===== src/sv/pdc_pkg.sv =====
// shared constants and control types for the pwm duty-cycle capture block
`default_nettype none

package pdc_pkg;

  // default configuration of the capture timer and the duty fraction
  localparam int TIMER_BITS_DEF    = 32;
  localparam int FRACTION_BITS_DEF = 16;

  // fixed port widths
  localparam int TS_W   = 32;
  localparam int TICK_W = 32;
  localparam int DUTY_W = 17;

  // sequencer step flags, one set per cycle
  typedef struct packed {
    logic idle;
    logic st_high;
    logic st_per;
    logic st_cmp;
    logic st_div;
    logic st_done;
  } ctrl_t;

endpackage

`default_nettype wire


===== src/sv/pdc_alu.sv =====
// shared subtractor with borrow, used for time differences, compare and divide steps
`default_nettype none

module pdc_alu #(
  parameter int W = pdc_pkg::TIMER_BITS_DEF + 1
) (
  input  wire logic [W-1:0] op_a,
  input  wire logic [W-1:0] op_b,
  output logic      [W-1:0] diff,
  output logic              borrow
);

  logic [W:0] full;

  // one wide subtract, borrow marks a below b
  always_comb begin
    full   = {1'b0, op_a} - {1'b0, op_b};
    diff   = full[W-1:0];
    borrow = full[W];
  end

endmodule

`default_nettype wire


===== src/sv/pdc_seq.sv =====
// step sequencer driving the shared subtractor through one measurement
`default_nettype none

module pdc_seq #(
  parameter int FRACTION_BITS = pdc_pkg::FRACTION_BITS_DEF
) (
  input  wire logic          clk,
  input  wire logic          rst_n,
  input  wire logic          start,
  input  wire logic          saturate,
  input  wire logic          out_free,
  output pdc_pkg::ctrl_t     ctrl
);

  localparam int CW = $clog2(FRACTION_BITS);

  typedef enum logic [5:0] {
    ST_IDLE = 6'b000001,
    ST_HIGH = 6'b000010,
    ST_PER  = 6'b000100,
    ST_CMP  = 6'b001000,
    ST_DIV  = 6'b010000,
    ST_DONE = 6'b100000
  } state_t;

  state_t        state_r, state_nxt;
  logic [CW-1:0] cnt_r, cnt_nxt;
  logic          div_last;

  assign div_last = (cnt_r == CW'(FRACTION_BITS - 1));

  // next step
  always_comb begin
    state_nxt = state_r;
    cnt_nxt   = cnt_r;
    unique case (state_r)
      ST_IDLE: begin
        if (start) state_nxt = ST_HIGH;
      end
      ST_HIGH: state_nxt = ST_PER;
      ST_PER:  state_nxt = ST_CMP;
      ST_CMP: begin
        cnt_nxt = '0;
        if (saturate) state_nxt = ST_DONE;
        else          state_nxt = ST_DIV;
      end
      ST_DIV: begin
        cnt_nxt = cnt_r + CW'(1);
        if (div_last) state_nxt = ST_DONE;
      end
      ST_DONE: begin
        if (out_free) state_nxt = ST_IDLE;
      end
      default: state_nxt = ST_IDLE;
    endcase
  end

  // state registers
  always_ff @(posedge clk) begin
    if (!rst_n) begin
      state_r <= ST_IDLE;
      cnt_r   <= '0;
    end else begin
      state_r <= state_nxt;
      cnt_r   <= cnt_nxt;
    end
  end

  // decoded step flags
  always_comb begin
    ctrl.idle    = (state_r == ST_IDLE);
    ctrl.st_high = (state_r == ST_HIGH);
    ctrl.st_per  = (state_r == ST_PER);
    ctrl.st_cmp  = (state_r == ST_CMP);
    ctrl.st_div  = (state_r == ST_DIV);
    ctrl.st_done = (state_r == ST_DONE);
  end

  // divide runs exactly FRACTION_BITS steps before finishing
  a_div_len: assert property (@(posedge clk) disable iff (!rst_n)
    (state_r == ST_DIV) && !div_last |=> (state_r == ST_DIV))
    else $error("divide left early");

  a_div_end: assert property (@(posedge clk) disable iff (!rst_n)
    (state_r == ST_DIV) && div_last |=> (state_r == ST_DONE))
    else $error("divide overran");

  a_start: assert property (@(posedge clk) disable iff (!rst_n)
    (state_r == ST_IDLE) && start |=> (state_r == ST_HIGH))
    else $error("request not taken up");

endmodule

`default_nettype wire


===== src/sv/pwm_duty_cycle_capture_core.sv =====
// top level of the pwm duty-cycle capture block: edge state, datapath and result register
//
// Usage
//   Input channel (in_valid / in_stall): one request per pin edge, carrying the
//   pin level after the edge and the free-running timer value at that edge.
//   The first rising edge arms the block; falling edges once armed record the fall time;
//   each later rising edge yields one result on the output channel
//   (out_valid / out_stall): period, high time and duty ratio (unsigned Q1.16
//   by default, saturated at 1.0, also 1.0 for a zero period).
//   A falling edge or the arming rise is absorbed without making the block
//   busy. A measuring rise steps through high time, period, compare and
//   hand-off, with a restoring division of FRACTION_BITS quotient bits
//   before hand-off when the ratio is below one. Every step goes through
//   the one shared subtractor; in_stall is high while it is busy.
//   Reset clears the armed flag and both stored edge times to zero.
//   A stalled result is held in the output register; the next request is
//   accepted meanwhile and its result waits in the hand-off step until the
//   output register frees.
`default_nettype none

module pwm_duty_cycle_capture_core #(
  parameter int TIMER_BITS    = pdc_pkg::TIMER_BITS_DEF,
  parameter int FRACTION_BITS = pdc_pkg::FRACTION_BITS_DEF
) (
  input  wire logic                        clk,
  input  wire logic                        rst_n,
  input  wire logic                        in_valid,
  output logic                             in_stall,
  input  wire logic                        in_pin_level,
  input  wire logic [pdc_pkg::TS_W-1:0]    in_timestamp,
  output logic                             out_valid,
  input  wire logic                        out_stall,
  output logic [pdc_pkg::TICK_W-1:0]       out_period_ticks,
  output logic [pdc_pkg::TICK_W-1:0]       out_high_ticks,
  output logic [pdc_pkg::DUTY_W-1:0]       out_duty_ratio
);

  localparam int TB = TIMER_BITS;
  localparam int AW = TIMER_BITS + 1;
  localparam int QW = FRACTION_BITS + 1;
  localparam logic [QW-1:0] Q_ONE = {1'b1, {FRACTION_BITS{1'b0}}};

  pdc_pkg::ctrl_t ctrl;

  logic          armed_r;
  logic [TB-1:0] rise_r;
  logic [TB-1:0] fall_r;
  logic [TB-1:0] ts_r;
  logic [TB-1:0] period_r;
  logic [TB-1:0] high_r;
  logic [TB-1:0] rem_r;
  logic [QW-1:0] q_r;

  logic          out_valid_r;
  logic [pdc_pkg::TICK_W-1:0] out_period_r;
  logic [pdc_pkg::TICK_W-1:0] out_high_r;
  logic [pdc_pkg::DUTY_W-1:0] out_duty_r;

  logic          in_acc;
  logic          start;
  logic          out_free;
  logic          load;
  logic [63:0]   ts_ext;
  logic [TB-1:0] ts_in;
  logic [AW-1:0] rem_sh;
  logic [AW-1:0] op_a, op_b, diff;
  logic          borrow;
  logic [63:0]   period_ext, high_ext;
  logic [47:0]   q_ext;

  // input handshake and timer value reduced to the timer width
  assign in_stall = !ctrl.idle;
  assign in_acc   = in_valid && !in_stall;
  assign start    = in_acc && in_pin_level && armed_r;
  assign ts_ext   = 64'(in_timestamp);
  assign ts_in    = ts_ext[TB-1:0];
  assign rem_sh   = {rem_r, 1'b0};

  // result register hand-off
  assign out_free = !out_valid_r || !out_stall;
  assign load     = ctrl.st_done && out_free;

  // operand selection for the shared subtractor
  always_comb begin
    unique if (ctrl.st_high) begin
      op_a = {1'b0, fall_r};
      op_b = {1'b0, rise_r};
    end else if (ctrl.st_per) begin
      op_a = {1'b0, ts_r};
      op_b = {1'b0, rise_r};
    end else if (ctrl.st_cmp) begin
      op_a = {1'b0, high_r};
      op_b = {1'b0, period_r};
    end else if (ctrl.st_div) begin
      op_a = rem_sh;
      op_b = {1'b0, period_r};
    end else begin
      op_a = '0;
      op_b = '0;
    end
  end

  pdc_alu #(.W(AW)) u_alu (
    .op_a   (op_a),
    .op_b   (op_b),
    .diff   (diff),
    .borrow (borrow)
  );

  pdc_seq #(.FRACTION_BITS(FRACTION_BITS)) u_seq (
    .clk      (clk),
    .rst_n    (rst_n),
    .start    (start),
    .saturate (!borrow),
    .out_free (out_free),
    .ctrl     (ctrl)
  );

  // edge state: arming flag and stored rise and fall times
  always_ff @(posedge clk) begin
    if (!rst_n) begin
      armed_r <= 1'b0;
      rise_r  <= '0;
      fall_r  <= '0;
    end else begin
      if (in_acc && !in_pin_level && armed_r) fall_r <= ts_in;
      if (in_acc && in_pin_level && !armed_r) begin
        rise_r  <= ts_in;
        armed_r <= 1'b1;
      end
      if (ctrl.st_per) rise_r <= ts_r;
    end
  end

  // measurement datapath, payload only
  always_ff @(posedge clk) begin
    if (start) ts_r <= ts_in;
    if (ctrl.st_high) high_r <= diff[TB-1:0];
    if (ctrl.st_per) period_r <= diff[TB-1:0];
    if (ctrl.st_cmp) begin
      rem_r <= high_r;
      q_r   <= borrow ? '0 : Q_ONE;
    end
    // restoring divide step, one quotient bit per cycle
    if (ctrl.st_div) begin
      if (!borrow) begin
        rem_r <= diff[TB-1:0];
        q_r   <= {q_r[QW-2:0], 1'b1};
      end else begin
        rem_r <= rem_sh[TB-1:0];
        q_r   <= {q_r[QW-2:0], 1'b0};
      end
    end
  end

  // widths of the results reduced to the port widths
  assign period_ext = 64'(period_r);
  assign high_ext   = 64'(high_r);
  assign q_ext      = 48'(q_r);

  // output register
  always_ff @(posedge clk) begin
    if (!rst_n) begin
      out_valid_r <= 1'b0;
    end else if (load) begin
      out_valid_r <= 1'b1;
    end else if (!out_stall) begin
      out_valid_r <= 1'b0;
    end
  end

  always_ff @(posedge clk) begin
    if (load) begin
      out_period_r <= period_ext[pdc_pkg::TICK_W-1:0];
      out_high_r   <= high_ext[pdc_pkg::TICK_W-1:0];
      out_duty_r   <= q_ext[pdc_pkg::DUTY_W-1:0];
    end
  end

  assign out_valid        = out_valid_r;
  assign out_period_ticks = out_period_r;
  assign out_high_ticks   = out_high_r;
  assign out_duty_ratio   = out_duty_r;

  // a measuring rise keeps the block busy in the next cycle
  a_busy: assert property (@(posedge clk) disable iff (!rst_n)
    start |=> in_stall)
    else $error("request taken while measuring");

  // the ratio never exceeds one when handed off
  a_sat: assert property (@(posedge clk) disable iff (!rst_n)
    load |-> (q_r <= Q_ONE))
    else $error("duty ratio above one");

  // a result is only ever loaded while the block is armed
  a_armed: assert property (@(posedge clk) disable iff (!rst_n)
    load |-> armed_r)
    else $error("result without reference rise");

  // an unstalled result leaves unless a new one replaces it
  a_drain: assert property (@(posedge clk) disable iff (!rst_n)
    out_valid_r && !out_stall && !load |=> !out_valid_r)
    else $error("result delivered twice");

endmodule

`default_nettype wire


===== config.mk =====
export PLATFORM = sky130hd
export DESIGN_NAME = pwm_duty_cycle_capture_core
export DESIGN_NICKNAME = d
export VERILOG_FILES = /design/src/sv/pdc_pkg.sv /design/src/sv/pdc_alu.sv /design/src/sv/pdc_seq.sv /design/src/sv/pwm_duty_cycle_capture_core.sv
export SDC_FILE = /design/constraint.sdc
export NUM_CORES = 1
export LEC_CHECK = 0
export BUFFER_PORTS_ARGS = -buffer_cell sky130_fd_sc_hd__buf_2
export CORE_ASPECT_RATIO = 1.2
export CORE_UTILIZATION = 37
export DETAILED_ROUTE_END_ITERATION = 8
export PLACE_DENSITY = 0.57
export SKIP_LAST_GASP = 1
export SLEW_MARGIN = 20
export SYNTH_ARGS = -nofsm -noshare
export SYNTH_HDL_FRONTEND = slang
export SYNTH_SLANG_ARGS = --single-unit

===== constraint.sdc =====
create_clock -name clk -period 13.3 [get_ports clk]
set_input_delay 1.33 -clock clk [delete_from_list [all_inputs] [get_ports clk]]
set_output_delay 1.33 -clock clk [all_outputs]
set_load 0.01 [all_outputs]

==> results.ini, run 1 <==
[status]
status=finished clean

[grt]
grt_overflow=0
grt_antenna_before_repair=1
grt_pass1_wl_mm=52.2
grt_start_max_net_pins=75
first_global_vias=9171
grt_use_total_pct=18.1

[clocking]
cts_buffers=30
numClockSinks=302
cts_htree_levels=1
postCtsSetupRepairBufs=0
cts_buffer_depth=3
post_cts.resized_instances=0
clk_pin_slew_ps=70
clkLatencyLatePin_ps=560
tritoncts_clock_tree=done
cts_hold_repair.buffers=0
clockRootBuffer=clkbuf_16

[critical_path]
cp-end-kind=register
worst_ep_required_time_ps=13610
critical_path.startpoint_type=register
timing_worst_setup_path_type=reg2reg
crit_path_max_incr_delay_ps=690
critical_path_arrival_ps=6370
worstPathCellList=or4_1 -> or3b_2 -> buf_4 -> inv_2 -> or2_2 -> a22oi_1 -> ha_1 -> nor2b_1 -> o2111ai_1 -> a21oi_1 -> o31ai_4 -> a211oi_4 -> o31ai_4 -> o21ai_4 -> buf_4 -> nor2_1 -> a221o_1
worst_path_max_delay_cell=or2_2
worst-path-max-fanout=35

[detailed_routing]
drt_pass1_iterations=7
wirelength_met1_mm=14.9
highest-signal-layer=met5
detail_routed_net_length_per_standard_cell_um=19.5
drt_drc_violations_left=0
vias=9163
final_antenna_net_count=0
dr.first_iter.drc_count=713
met3WireLength_mm=1.47
met2WireLength_mm=16.6
drt_wl_total_mm=33.5
vias_per_cell=5.35

[floorplan]
std_cell_rows=75
design.core.area_um2=35300
ioPinCount=120
die-area_um2=37000
floorplan.die.width_um=176
die-height_um=210
starting_density_of_the_core_pct=37.9

[yosys]
synthesis.instances=1123
synth_xor_xnor_area_share_pct=1.77
synth.yosys.warnings=0
yosysTopAreaCell=edfxtp_1
synth_async_sr_flop_share_pct=0
synth-adder-area-share_pct=3.23
dominantRegCellSynth=edfxtp_1
synth.cell_area_um2=13400
yosysMostFrequentCell=edfxtp_1
synth_top_area_share_pct=50.7
synth_sequential_area_ratio_pct=62.1
number_of_flops_mapped_to_enable_cells_by_yosys=226
syn_avg_cell_area_um2=11.9
mappedNetlistNets=1194
synth_mux_area_share_pct=2.02
synth_top_family_by_area=compound AO/OA/AOI/OAI gates
ys_seq_elements=302
synth_top_cells_by_area=edfxtp_1 (51%), dfxtp_1 (11%), nand2_1 (6.0%)
synthDistinctLibCells=77
synth_simple_gate_area_share_pct=12.6
netlist_top_cells_count=edfxtp_1 (226), nand2_1 (215), dfxtp_1 (76)
synth-compound-area-share_pct=16.0

[sta]
setup_tns_ps=0
finClkSkew_ps=13.5
finalCritPeriodShare_pct=45.6
slew-limit-headroom_pct=40.8
max_clock_freq_mhz=165
hold_violations=0
finalWorstPathRequiredPeriod_ps=6060
final_slew_viol_count=0
worst_pin_slew_ps=889
finalSetupViolCount=0
grt_setup_unrepaired=false

[pwr]
ir_worst_vdd_mv=0.108
power.density_cell_area_nw_per_um2=152
power.leakage_nw=6.22

[flow_run]
max_cap_viol_count=0

[layout]
flow.area_growth_from_synthesis_pct=15.2
finalCoreUtilization_pct=43.7
antenna_cells_inserted=0
drive_above_1_share_pct=17.1
finish.net_count=1298

[place]
final_replace_weighted_congestion=0.827
hpwlAfterDp_mm=21.1
io_buf_count=119

[hold_path]
holdCritPathClass=reg2reg

## through the flow
stage	area (um2)	power, W	cells	hold WS, ps	setup slack (ps)
4_1_cts	15400	0.00237	1711	421	7170
3_5_place_dp	14400	0.00155	1656	406	7180
5_1_grt	15400	0.00244	1712	427	6750
3_3_place_gp	14400	0.00154	1656	405	7340
2_1_floorplan	13400	0.00143	1123	400	7480
6_report	15400	0.00234	1712	421	7240
## registers in the layout, summed over array words and instances (netlist names), 32 cells and up
| register | flops |
|---|---|
| period_r | 32 |
| out_period_ticks | 32 |
| high_r | 32 |
| rise_r | 32 |
| fall_r | 32 |
| out_high_ticks | 32 |
| rem_r | 32 |
| ts_r | 32 |
## final timing paths
path	slack, ps	cells past startpoint	from	end
hold / removal	420	0	q_r[16]$_DFFE_PP_	out_duty_ratio[16]$_DFFE_PP_
setup / recovery	7240	17	u_seq.state_r[5]$_SDFFE_PN0P_	rem_r[31]$_DFFE_PP_
setup reg to reg	7240	17	u_seq.state_r[5]$_SDFFE_PN0P_	rem_r[31]$_DFFE_PP_
hold reg to reg	420	0	q_r[16]$_DFFE_PP_	out_duty_ratio[16]$_DFFE_PP_
## critical path: cells and delay by family, from the launching register on
family | cells | cell delay, ps
AOI/OAI and AO/OA | 8 | 2270
adders and majority gates | 1 | 350
buffers and inverters | 3 | 870
DFF | 1 | 320
and+or+nand+nor | 5 | 1970
## per-layer routing
metal / vias to the layer above / track usage, %
li1: 4392 / -
met1: 4494 / 23.9
met2: 232 / 31.3
met3: 43 / 2.29
met4: 2 / 4.53
met5: - / 0
## cell usage in the layout (no fill, tap or decap), types with 8 or more instances in the layout
cell type and instances:
inv_1 9, o21ai_1 22, a21oi_1 38, xnor2_1 16, nand3_1 69, nand2_1 215, ha_1 33, clkbuf_16 31
edfxtp_1 226, nor2b_1 8, buf_4 14, buf_2 118, o211a_1 32, nor2_1 33, a21o_1 16, o21ai_0 20
xor2_1 11, mux2i_1 27, dfxtp_1 76, a21boi_0 34, a22oi_1 61, and2_1 19
## cell type report
class,instances,area (um2)
repair buffers,133,723
inverters,11,41.3
flip-flops and latches,302,8310
clock inverters,11,67.6
clock buffers,44,885
fillers,3374,19900
well taps,462,578
multi-input cells,749,4820
## cells by family after synthesis
logic type,after synthesis
AND/OR/NAND/NOR,378
AO/OA/AOI/OAI,283
buffers and inverters,72
multiplexers,27
flip-flops,302
XOR/XNOR,27
adder cells (fa/ha/maj),34
## power breakdown
group / switching [W] / internal, W
clock network: 0.000354 / 0.000461
logic: 0.000254 / 0.000152
registers: 0.0000292 / 0.00109
total: 0.000637 / 0.00171
No activity file was read; power rests on OpenSTA's default activity.
==> inputs of run 2 (changes only) <==
==> constraint.sdc (replaced) <==
create_clock -name clk -period 5.91 [get_ports clk]
set_input_delay 0.591 -clock clk [delete_from_list [all_inputs] [get_ports clk]]
set_output_delay 0.591 -clock clk [all_outputs]
set_load 0.01 [all_outputs]
==> run 2 against run 1 <==
Global-route usage is 0.37 points higher. Hold slack lost 130 ps. Utilization up 0.65 points. Critical path depth down 1. Count of clock-buffer cells in the layout up 7. Non-clock buffer count up 2. Sequential power rose by 130%. Cell count rose by 0.53%. Largest cell class unchanged. Routed wire length grew 0.83%. Worst setup slack got worse by 6400 ps.
==> results.ini, run 2 (synthesis results as in run 1) <==
[place]
hpwlAfterDp_mm=21.1  ; about the same
io_buf_count=119  ; unchanged
final_replace_weighted_congestion=0.845  ; was 0.827
pre_cts_slack_ps=875  ; was 7180 ps
place_area_um2=14500  ; was 14400 um2

[clocking]
postCtsSetupRepairBufs=0  ; unchanged
clk_pin_slew_ps=60  ; was 70 ps
numClockSinks=302  ; unchanged
cts_buffer_depth=3  ; unchanged
post_cts.resized_instances=0  ; unchanged
tritoncts_clock_tree=done  ; unchanged
cts_buffers=34  ; was 30
cts_hold_repair.buffers=0  ; unchanged
clockRootBuffer=clkbuf_16  ; unchanged
cts_htree_levels=2  ; was 1
clkLatencyLatePin_ps=520  ; was 560 ps

[layout]
fillerInstances=3382  ; was 3374
finish.net_count=1304  ; was 1298
drive_above_1_share_pct=17.6  ; was 17.1%
antenna_cells_inserted=0  ; unchanged
final_common_cell=edfxtp_1  ; unchanged
flow.area_growth_from_synthesis_pct=16.9  ; was 15.2%
most-common-layout-cells=edfxtp_1 (226), nand2_1 (215), buf_2 (118)  ; unchanged
finalCoreUtilization_pct=44.4  ; was 43.7%
design_area_um2=15600  ; was 15400 um2

[hold_path]
worst_hold_path.endpoint=ts_r[10]$_DFFE_PP_  ; was out_duty_ratio[16]$_DFFE_PP_
holdCritPathClass=in2reg  ; was reg2reg
hp-start=in_timestamp[10]  ; was q_r[16]$_DFFE_PP_
worst_hold_path.num_cells=1  ; was 0

[critical_path]
worst_path_max_delay_cell=or4_1  ; was or2_2
worst-path-max-fanout=32  ; was 35
critical_path.startpoint_type=register  ; unchanged
r2r_cells=16  ; was 17
r2r_setup_slack_ps=870  ; was 7240 ps
timing_worst_setup_path_type=reg2reg  ; unchanged
r2r_end=rem_r[31]$_DFFE_PP_  ; unchanged
timing.rr.start=u_seq.state_r[5]$_SDFFE_PN0P_  ; unchanged
worstPathCellList=or4_1 -> or3b_2 -> inv_2 -> or2_2 -> buf_4 -> a22oi_1 -> ha_1 -> nor2b_1 -> o2111ai_1 -> a21oi_1 -> o31ai_4 -> a211oi_4 -> o31ai_4 -> o21a_2 -> nor2_1 -> a221o_1  ; was or4_1 -> or3b_2 -> buf_4 -> inv_2 -> or2_2 -> a22oi_1 -> ha_1 -> nor2b_1 -> o2111ai_1 -> a21oi_1 -> o31ai_4 -> a211oi_4 -> o31ai_4 -> o21ai_4 -> buf_4 -> nor2_1 -> a221o_1
crit_path_max_incr_delay_ps=560  ; was 690 ps
critical_path_arrival_ps=5300  ; was 6370 ps
timing.critical_path.mode_cell=o31ai_4
cp-end-kind=register  ; unchanged
worst_ep_required_time_ps=6170  ; was 13610 ps

[floorplan]
starting_density_of_the_core_pct=37.9  ; unchanged
design.core.area_um2=35300  ; unchanged
die-area_um2=37000  ; unchanged
die-height_um=210  ; unchanged
floorplan.die.width_um=176  ; unchanged
ioPinCount=120  ; unchanged
std_cell_rows=75  ; unchanged

[grt]
grt_overflow=0  ; unchanged
grt_start_max_net_pins=75  ; unchanged
first_global_vias=9286  ; was 9171
grt_pass1_wl_mm=52.8  ; was 52.2 mm
grt_antenna_before_repair=1  ; unchanged
grt_use_total_pct=18.4  ; was 18.1%

[pwr]
total_switching_power_w=0.00147  ; was 0.000637 W
cellInternalPower_w=0.00411  ; was 0.00171 W
power.leakage_nw=6.33  ; was 6.22 nW
clock_power_share_pct=38.2  ; was 34.8%
ir_worst_vdd_mv=0.208  ; was 0.108 mV
power.sequential.fraction_pct=45.4  ; was 47.9%
power_frac_comb_pct=16.4  ; was 17.3%
power.density_cell_area_nw_per_um2=356  ; was 152 nW/um2
netSwitchingFraction_pct=26.3  ; was 27.2%

[detailed_routing]
drt_drc_violations_left=0  ; unchanged
drt_wl_total_mm=33.7  ; was 33.5 mm
dr.first_iter.drc_count=563  ; was 713
vias_per_cell=5.36  ; was 5.35
drt_pass1_iterations=5  ; was 7
detail_routed_net_length_per_standard_cell_um=19.6  ; was 19.5 um
vias=9225  ; was 9163
final_antenna_net_count=0  ; unchanged

[flow_run]
max_cap_viol_count=0  ; unchanged

[sta]
hold_violations=0  ; unchanged
finClkSkew_ps=15.2  ; was 13.5 ps
worst_pin_slew_ps=884  ; was 889 ps
grt_setup_unrepaired=false  ; unchanged
final_slew_viol_count=0  ; unchanged
setup_ws_ps=867  ; was 7240 ps
max_clock_freq_mhz=198  ; was 165 MHz
setup_tns_ps=0  ; unchanged
slew-limit-headroom_pct=41.0  ; was 40.8%
finalSetupViolCount=0  ; unchanged
finalWorstPathRequiredPeriod_ps=5040  ; was 6060 ps
finalCritPeriodShare_pct=85.3  ; was 45.6%

[status]
status=finished clean  ; unchanged

[run 2: changes by cell type in the layout (fill, tap and decap cells not counted), moves of 2 or more]
cell,change
clkinv_4,-2
clkbuf_16,+6
bufinv_16,+2
buf_12,+2
clkbuf_1,+2
[run 2: power groups by stage]
stage	clock network [W]	logic, W	registers (W)
6_report	0.00213	0.000913	0.00253
5_1_grt	0.00227	0.000992	0.00254
4_1_cts	0.00219	0.000928	0.00253
3_5_place_dp	0	0.000922	0.00257
3_3_place_gp	0	0.000899	0.00257
2_1_floorplan	0	0.000642	0.00258
[run 2: through the flow]
| stage | power [W] | hold WS (ps) | cells |
|---|---|---|---|
| after floorplan | 0.00322 | 400 | 1123 |
| after global placement | 0.00347 | 408 | 1658 |
| after detailed placement | 0.00350 | 405 | 1659 |
| after CTS | 0.00565 | 258 | 1721 |
| after global routing | 0.00580 | 270 | 1721 |
| final | 0.00557 | 286 | 1721 |
[run 2: how the worst max path moves through the flow]
stage	depth (start not counted)	slack [ps]	start	endpoint
finish	16	870	u_seq.state_r[5]$_SDFFE_PN0P_	rem_r[31]$_DFFE_PP_
global route	16	620	u_seq.state_r[5]$_SDFFE_PN0P_	rem_r[31]$_DFFE_PP_
CTS	16	860	u_seq.state_r[5]$_SDFFE_PN0P_	rem_r[31]$_DFFE_PP_
detailed placement	16	870	u_seq.state_r[5]$_SDFFE_PN0P_	rem_r[31]$_DFFE_PP_
global placement	16	980	u_seq.state_r[5]$_SDFFE_PN0P_	rem_r[31]$_DFFE_PP_
floorplan	15	310	u_seq.state_r[5]$_SDFFE_PN0P_	rem_r[31]$_DFFE_PP_
[run 2: layout make-up]
cell class                 count  area (um2)  share of cell area, %
tap                          462         578                   3.69
sequential                   302        8310                   53.1
clock inverter                11         114                  0.728
inverter                      11        41.3                  0.264
multi-input combinational    749        4820                   30.8
timing repair buffer         135         763                   4.88
clock buffer                  51        1030                   6.57
[run 2: critical path, delay by kind of cell, from the launching register on]
kind            cells  cell delay, ps
compound gates      8            2180
fa+ha+maj           1             310
buf+inv             2             470
flops               1             330
simple gates        5            1490
[run 2: metal layers]
layer | track usage (%) | vias up | part of all wire, %
li1 | - | 4403 | -
met4 | 5.67 | 2 | 2.0
met3 | 2.90 | 53 | 4.5
met5 | 0 | - | 0.036
met2 | 31.3 | 227 | 49
met1 | 24.0 | 4540 | 44
==> inputs of run 3 (changes only) <==
--- a/config.mk
+++ b/config.mk
@@ -8,6 +8,7 @@
 export BUFFER_PORTS_ARGS = -buffer_cell sky130_fd_sc_hd__buf_2
 export CORE_ASPECT_RATIO = 1.2
 export CORE_UTILIZATION = 37
+export CTS_BUF_LIST = sky130_fd_sc_hd__clkbuf_8 sky130_fd_sc_hd__clkbuf_16
 export DETAILED_ROUTE_END_ITERATION = 8
 export PLACE_DENSITY = 0.57
 export SKIP_LAST_GASP = 1
==> run 3 against run 2 <==
Non-clock buffer count unchanged. Critical endpoint unchanged. Fmax increased by 0.17%. Largest power group unchanged. Combinational power about the same. Clock power about the same. Register-to-register slack about the same. Sequential power about the same. Cell count unchanged. Utilization unchanged. Sequential cell count unchanged. Count of clock-buffer cells in the layout decreased by 9. Worst setup slack improved by 8.7 ps.
==> results.ini, run 3 (synthesis results as in run 1) <==
[grt]
first_global_vias=9286  ; unchanged
grt_use_total_pct=18.4  ; unchanged
grt_overflow=0  ; unchanged
grt_antenna_before_repair=1  ; unchanged
grt_pass1_wl_mm=52.8  ; unchanged
grt_start_max_net_pins=75  ; unchanged

[sta]
finClkSkew_ps=16.2  ; was 15.2 ps
final_slew_viol_count=0  ; unchanged
worst_pin_slew_ps=883  ; was 884 ps
finalSetupViolCount=0  ; unchanged
setup_ws_ps=876  ; was 867 ps
grt_setup_unrepaired=false  ; unchanged
finalWorstPathRequiredPeriod_ps=5030  ; was 5040 ps
slew-limit-headroom_pct=41.1  ; was 41.0%
hold_violations=0  ; unchanged
finalCritPeriodShare_pct=85.2  ; was 85.3%
max_clock_freq_mhz=199  ; was 198 MHz
setup_tns_ps=0  ; unchanged

[detailed_routing]
final_antenna_net_count=0  ; unchanged
vias=9258  ; was 9225
drt_drc_violations_left=0  ; unchanged
drt_wl_total_mm=33.8  ; was 33.7 mm
detail_routed_net_length_per_standard_cell_um=19.6  ; about the same
vias_per_cell=5.38  ; was 5.36
dr.first_iter.drc_count=564  ; was 563
drt_pass1_iterations=5  ; unchanged

[clocking]
clk_pin_slew_ps=60  ; about the same
numClockSinks=302  ; unchanged
cts_buffer_depth=3  ; unchanged
tritoncts_clock_tree=done  ; unchanged
cts_htree_levels=2  ; unchanged
post_cts.resized_instances=0  ; unchanged
cts_hold_repair.buffers=0  ; unchanged
postCtsSetupRepairBufs=0  ; unchanged
clkLatencyLatePin_ps=520  ; about the same
cts_buffers=34  ; unchanged
clockRootBuffer=clkbuf_16  ; unchanged

[layout]
finalCoreUtilization_pct=44.4  ; unchanged
finish.net_count=1304  ; unchanged
fillerInstances=3382  ; unchanged
most-common-layout-cells=edfxtp_1 (226), nand2_1 (215), buf_2 (118)  ; unchanged
antenna_cells_inserted=0  ; unchanged
flow.area_growth_from_synthesis_pct=16.9  ; unchanged
final_common_cell=edfxtp_1  ; unchanged
drive_above_1_share_pct=17.6  ; unchanged

[critical_path]
cp-end-kind=register  ; unchanged
worst_ep_required_time_ps=6170  ; about the same
critical_path.startpoint_type=register  ; unchanged
timing_worst_setup_path_type=reg2reg  ; unchanged
critical_path_arrival_ps=5300  ; about the same
r2r_end=rem_r[31]$_DFFE_PP_  ; unchanged
r2r_cells=16  ; unchanged
worst-path-max-fanout=32  ; unchanged
timing.rr.start=u_seq.state_r[5]$_SDFFE_PN0P_  ; unchanged
r2r_setup_slack_ps=880  ; was 870 ps

[pwr]
power.sequential.fraction_pct=45.5  ; was 45.4%
ir_worst_vdd_mv=0.208  ; about the same
netSwitchingFraction_pct=26.4  ; was 26.3%
power_frac_comb_pct=16.4  ; about the same
total_power_w=0.00556  ; was 0.00557 W
cellInternalPower_w=0.00409  ; was 0.00411 W
total_switching_power_w=0.00147  ; about the same
power.leakage_nw=6.36  ; was 6.33 nW
clock_power_share_pct=38.1  ; was 38.2%
power.density_cell_area_nw_per_um2=355  ; was 356 nW/um2

[hold_path]
worst_hold_path.endpoint=ts_r[10]$_DFFE_PP_  ; unchanged
holdCritPathClass=in2reg  ; unchanged
hp-start=in_timestamp[10]  ; unchanged
worst_hold_path.num_cells=1  ; unchanged

[place]
final_replace_weighted_congestion=0.845  ; unchanged
io_buf_count=119  ; unchanged
hpwlAfterDp_mm=21.1  ; unchanged
pre_cts_slack_ps=875  ; unchanged

[floorplan]
starting_density_of_the_core_pct=37.9  ; unchanged
die-area_um2=37000  ; unchanged
die-height_um=210  ; unchanged
floorplan.die.width_um=176  ; unchanged
design.core.area_um2=35300  ; unchanged
ioPinCount=120  ; unchanged
std_cell_rows=75  ; unchanged

[status]
status=finished clean  ; unchanged

[flow_run]
max_cap_viol_count=0  ; unchanged

==> run 3: changes by cell type in the layout (fill, tap and decap cells not counted), sizes merged <==
cell    delta
clkbuf     -9
inv        +9
==> run 3: power groups by stage <==
| stage | logic (W) | clock network (W) | registers, W |
|---|---|---|---|
| 2_1_floorplan | 0.000642 | 0 | 0.00258 |
| 5_1_grt | 0.000992 | 0.00225 | 0.00254 |
| 3_3_place_gp | 0.000899 | 0 | 0.00257 |
| 6_report | 0.000912 | 0.00212 | 0.00253 |
| 4_1_cts | 0.000928 | 0.00218 | 0.00253 |
| 3_5_place_dp | 0.000922 | 0 | 0.00257 |
==> run 3: final cells by class <==
class                   instances  area, um2  area share [%]
flip-flops and latches        302       8310            53.1
multi-input cells             749       4820            30.8
clock buffers                  42        995            6.36
repair buffers                135        763            4.88
well taps                     462        578            3.69
clock inverters                20        148           0.943
inverters                      11       41.3           0.264
==> run 3: how the worst max path moves through the flow <==
stage / from / slack (ps) / to
6_report: u_seq.state_r[5]$_SDFFE_PN0P_ / 880 / rem_r[31]$_DFFE_PP_
5_1_grt: u_seq.state_r[5]$_SDFFE_PN0P_ / 620 / rem_r[31]$_DFFE_PP_
4_1_cts: u_seq.state_r[5]$_SDFFE_PN0P_ / 860 / rem_r[31]$_DFFE_PP_
3_5_place_dp: u_seq.state_r[5]$_SDFFE_PN0P_ / 870 / rem_r[31]$_DFFE_PP_
3_3_place_gp: u_seq.state_r[5]$_SDFFE_PN0P_ / 980 / rem_r[31]$_DFFE_PP_
2_1_floorplan: u_seq.state_r[5]$_SDFFE_PN0P_ / 310 / rem_r[31]$_DFFE_PP_
==> run 3: per-layer routing <==
layer / GRT usage [%] / wire (um) / vias up
met4: 5.67 / 683 / 2
li1: - / - / 4408
met3: 2.90 / 1580 / 55
met2: 31.3 / 16600 / 234
met1: 24.0 / 14900 / 4559
met5: 0 / 12 / -
==> run 3: through the flow <==
stage,instance area [um2],hold slack (ps),cells
2_1_floorplan,13400,400,1123
3_3_place_gp,14500,408,1658
3_5_place_dp,14500,405,1659
4_1_cts,15600,258,1721
5_1_grt,15600,269,1721
6_report,15600,286,1721
==> run 3: critical path, cell delays in order, from the launching register on <==
cell       delay [ps]
dfxtp_1           330
or4_1             560
or3b_2            510
inv_2              90
or2_2             120
buf_4             380
a22oi_1           200
ha_1              310
nor2b_1           140
o2111ai_1         240
a21oi_1           190
o31ai_4           400
a211oi_4          120
o31ai_4           320
o21a_2            320
nor2_1            160
a221o_1           380
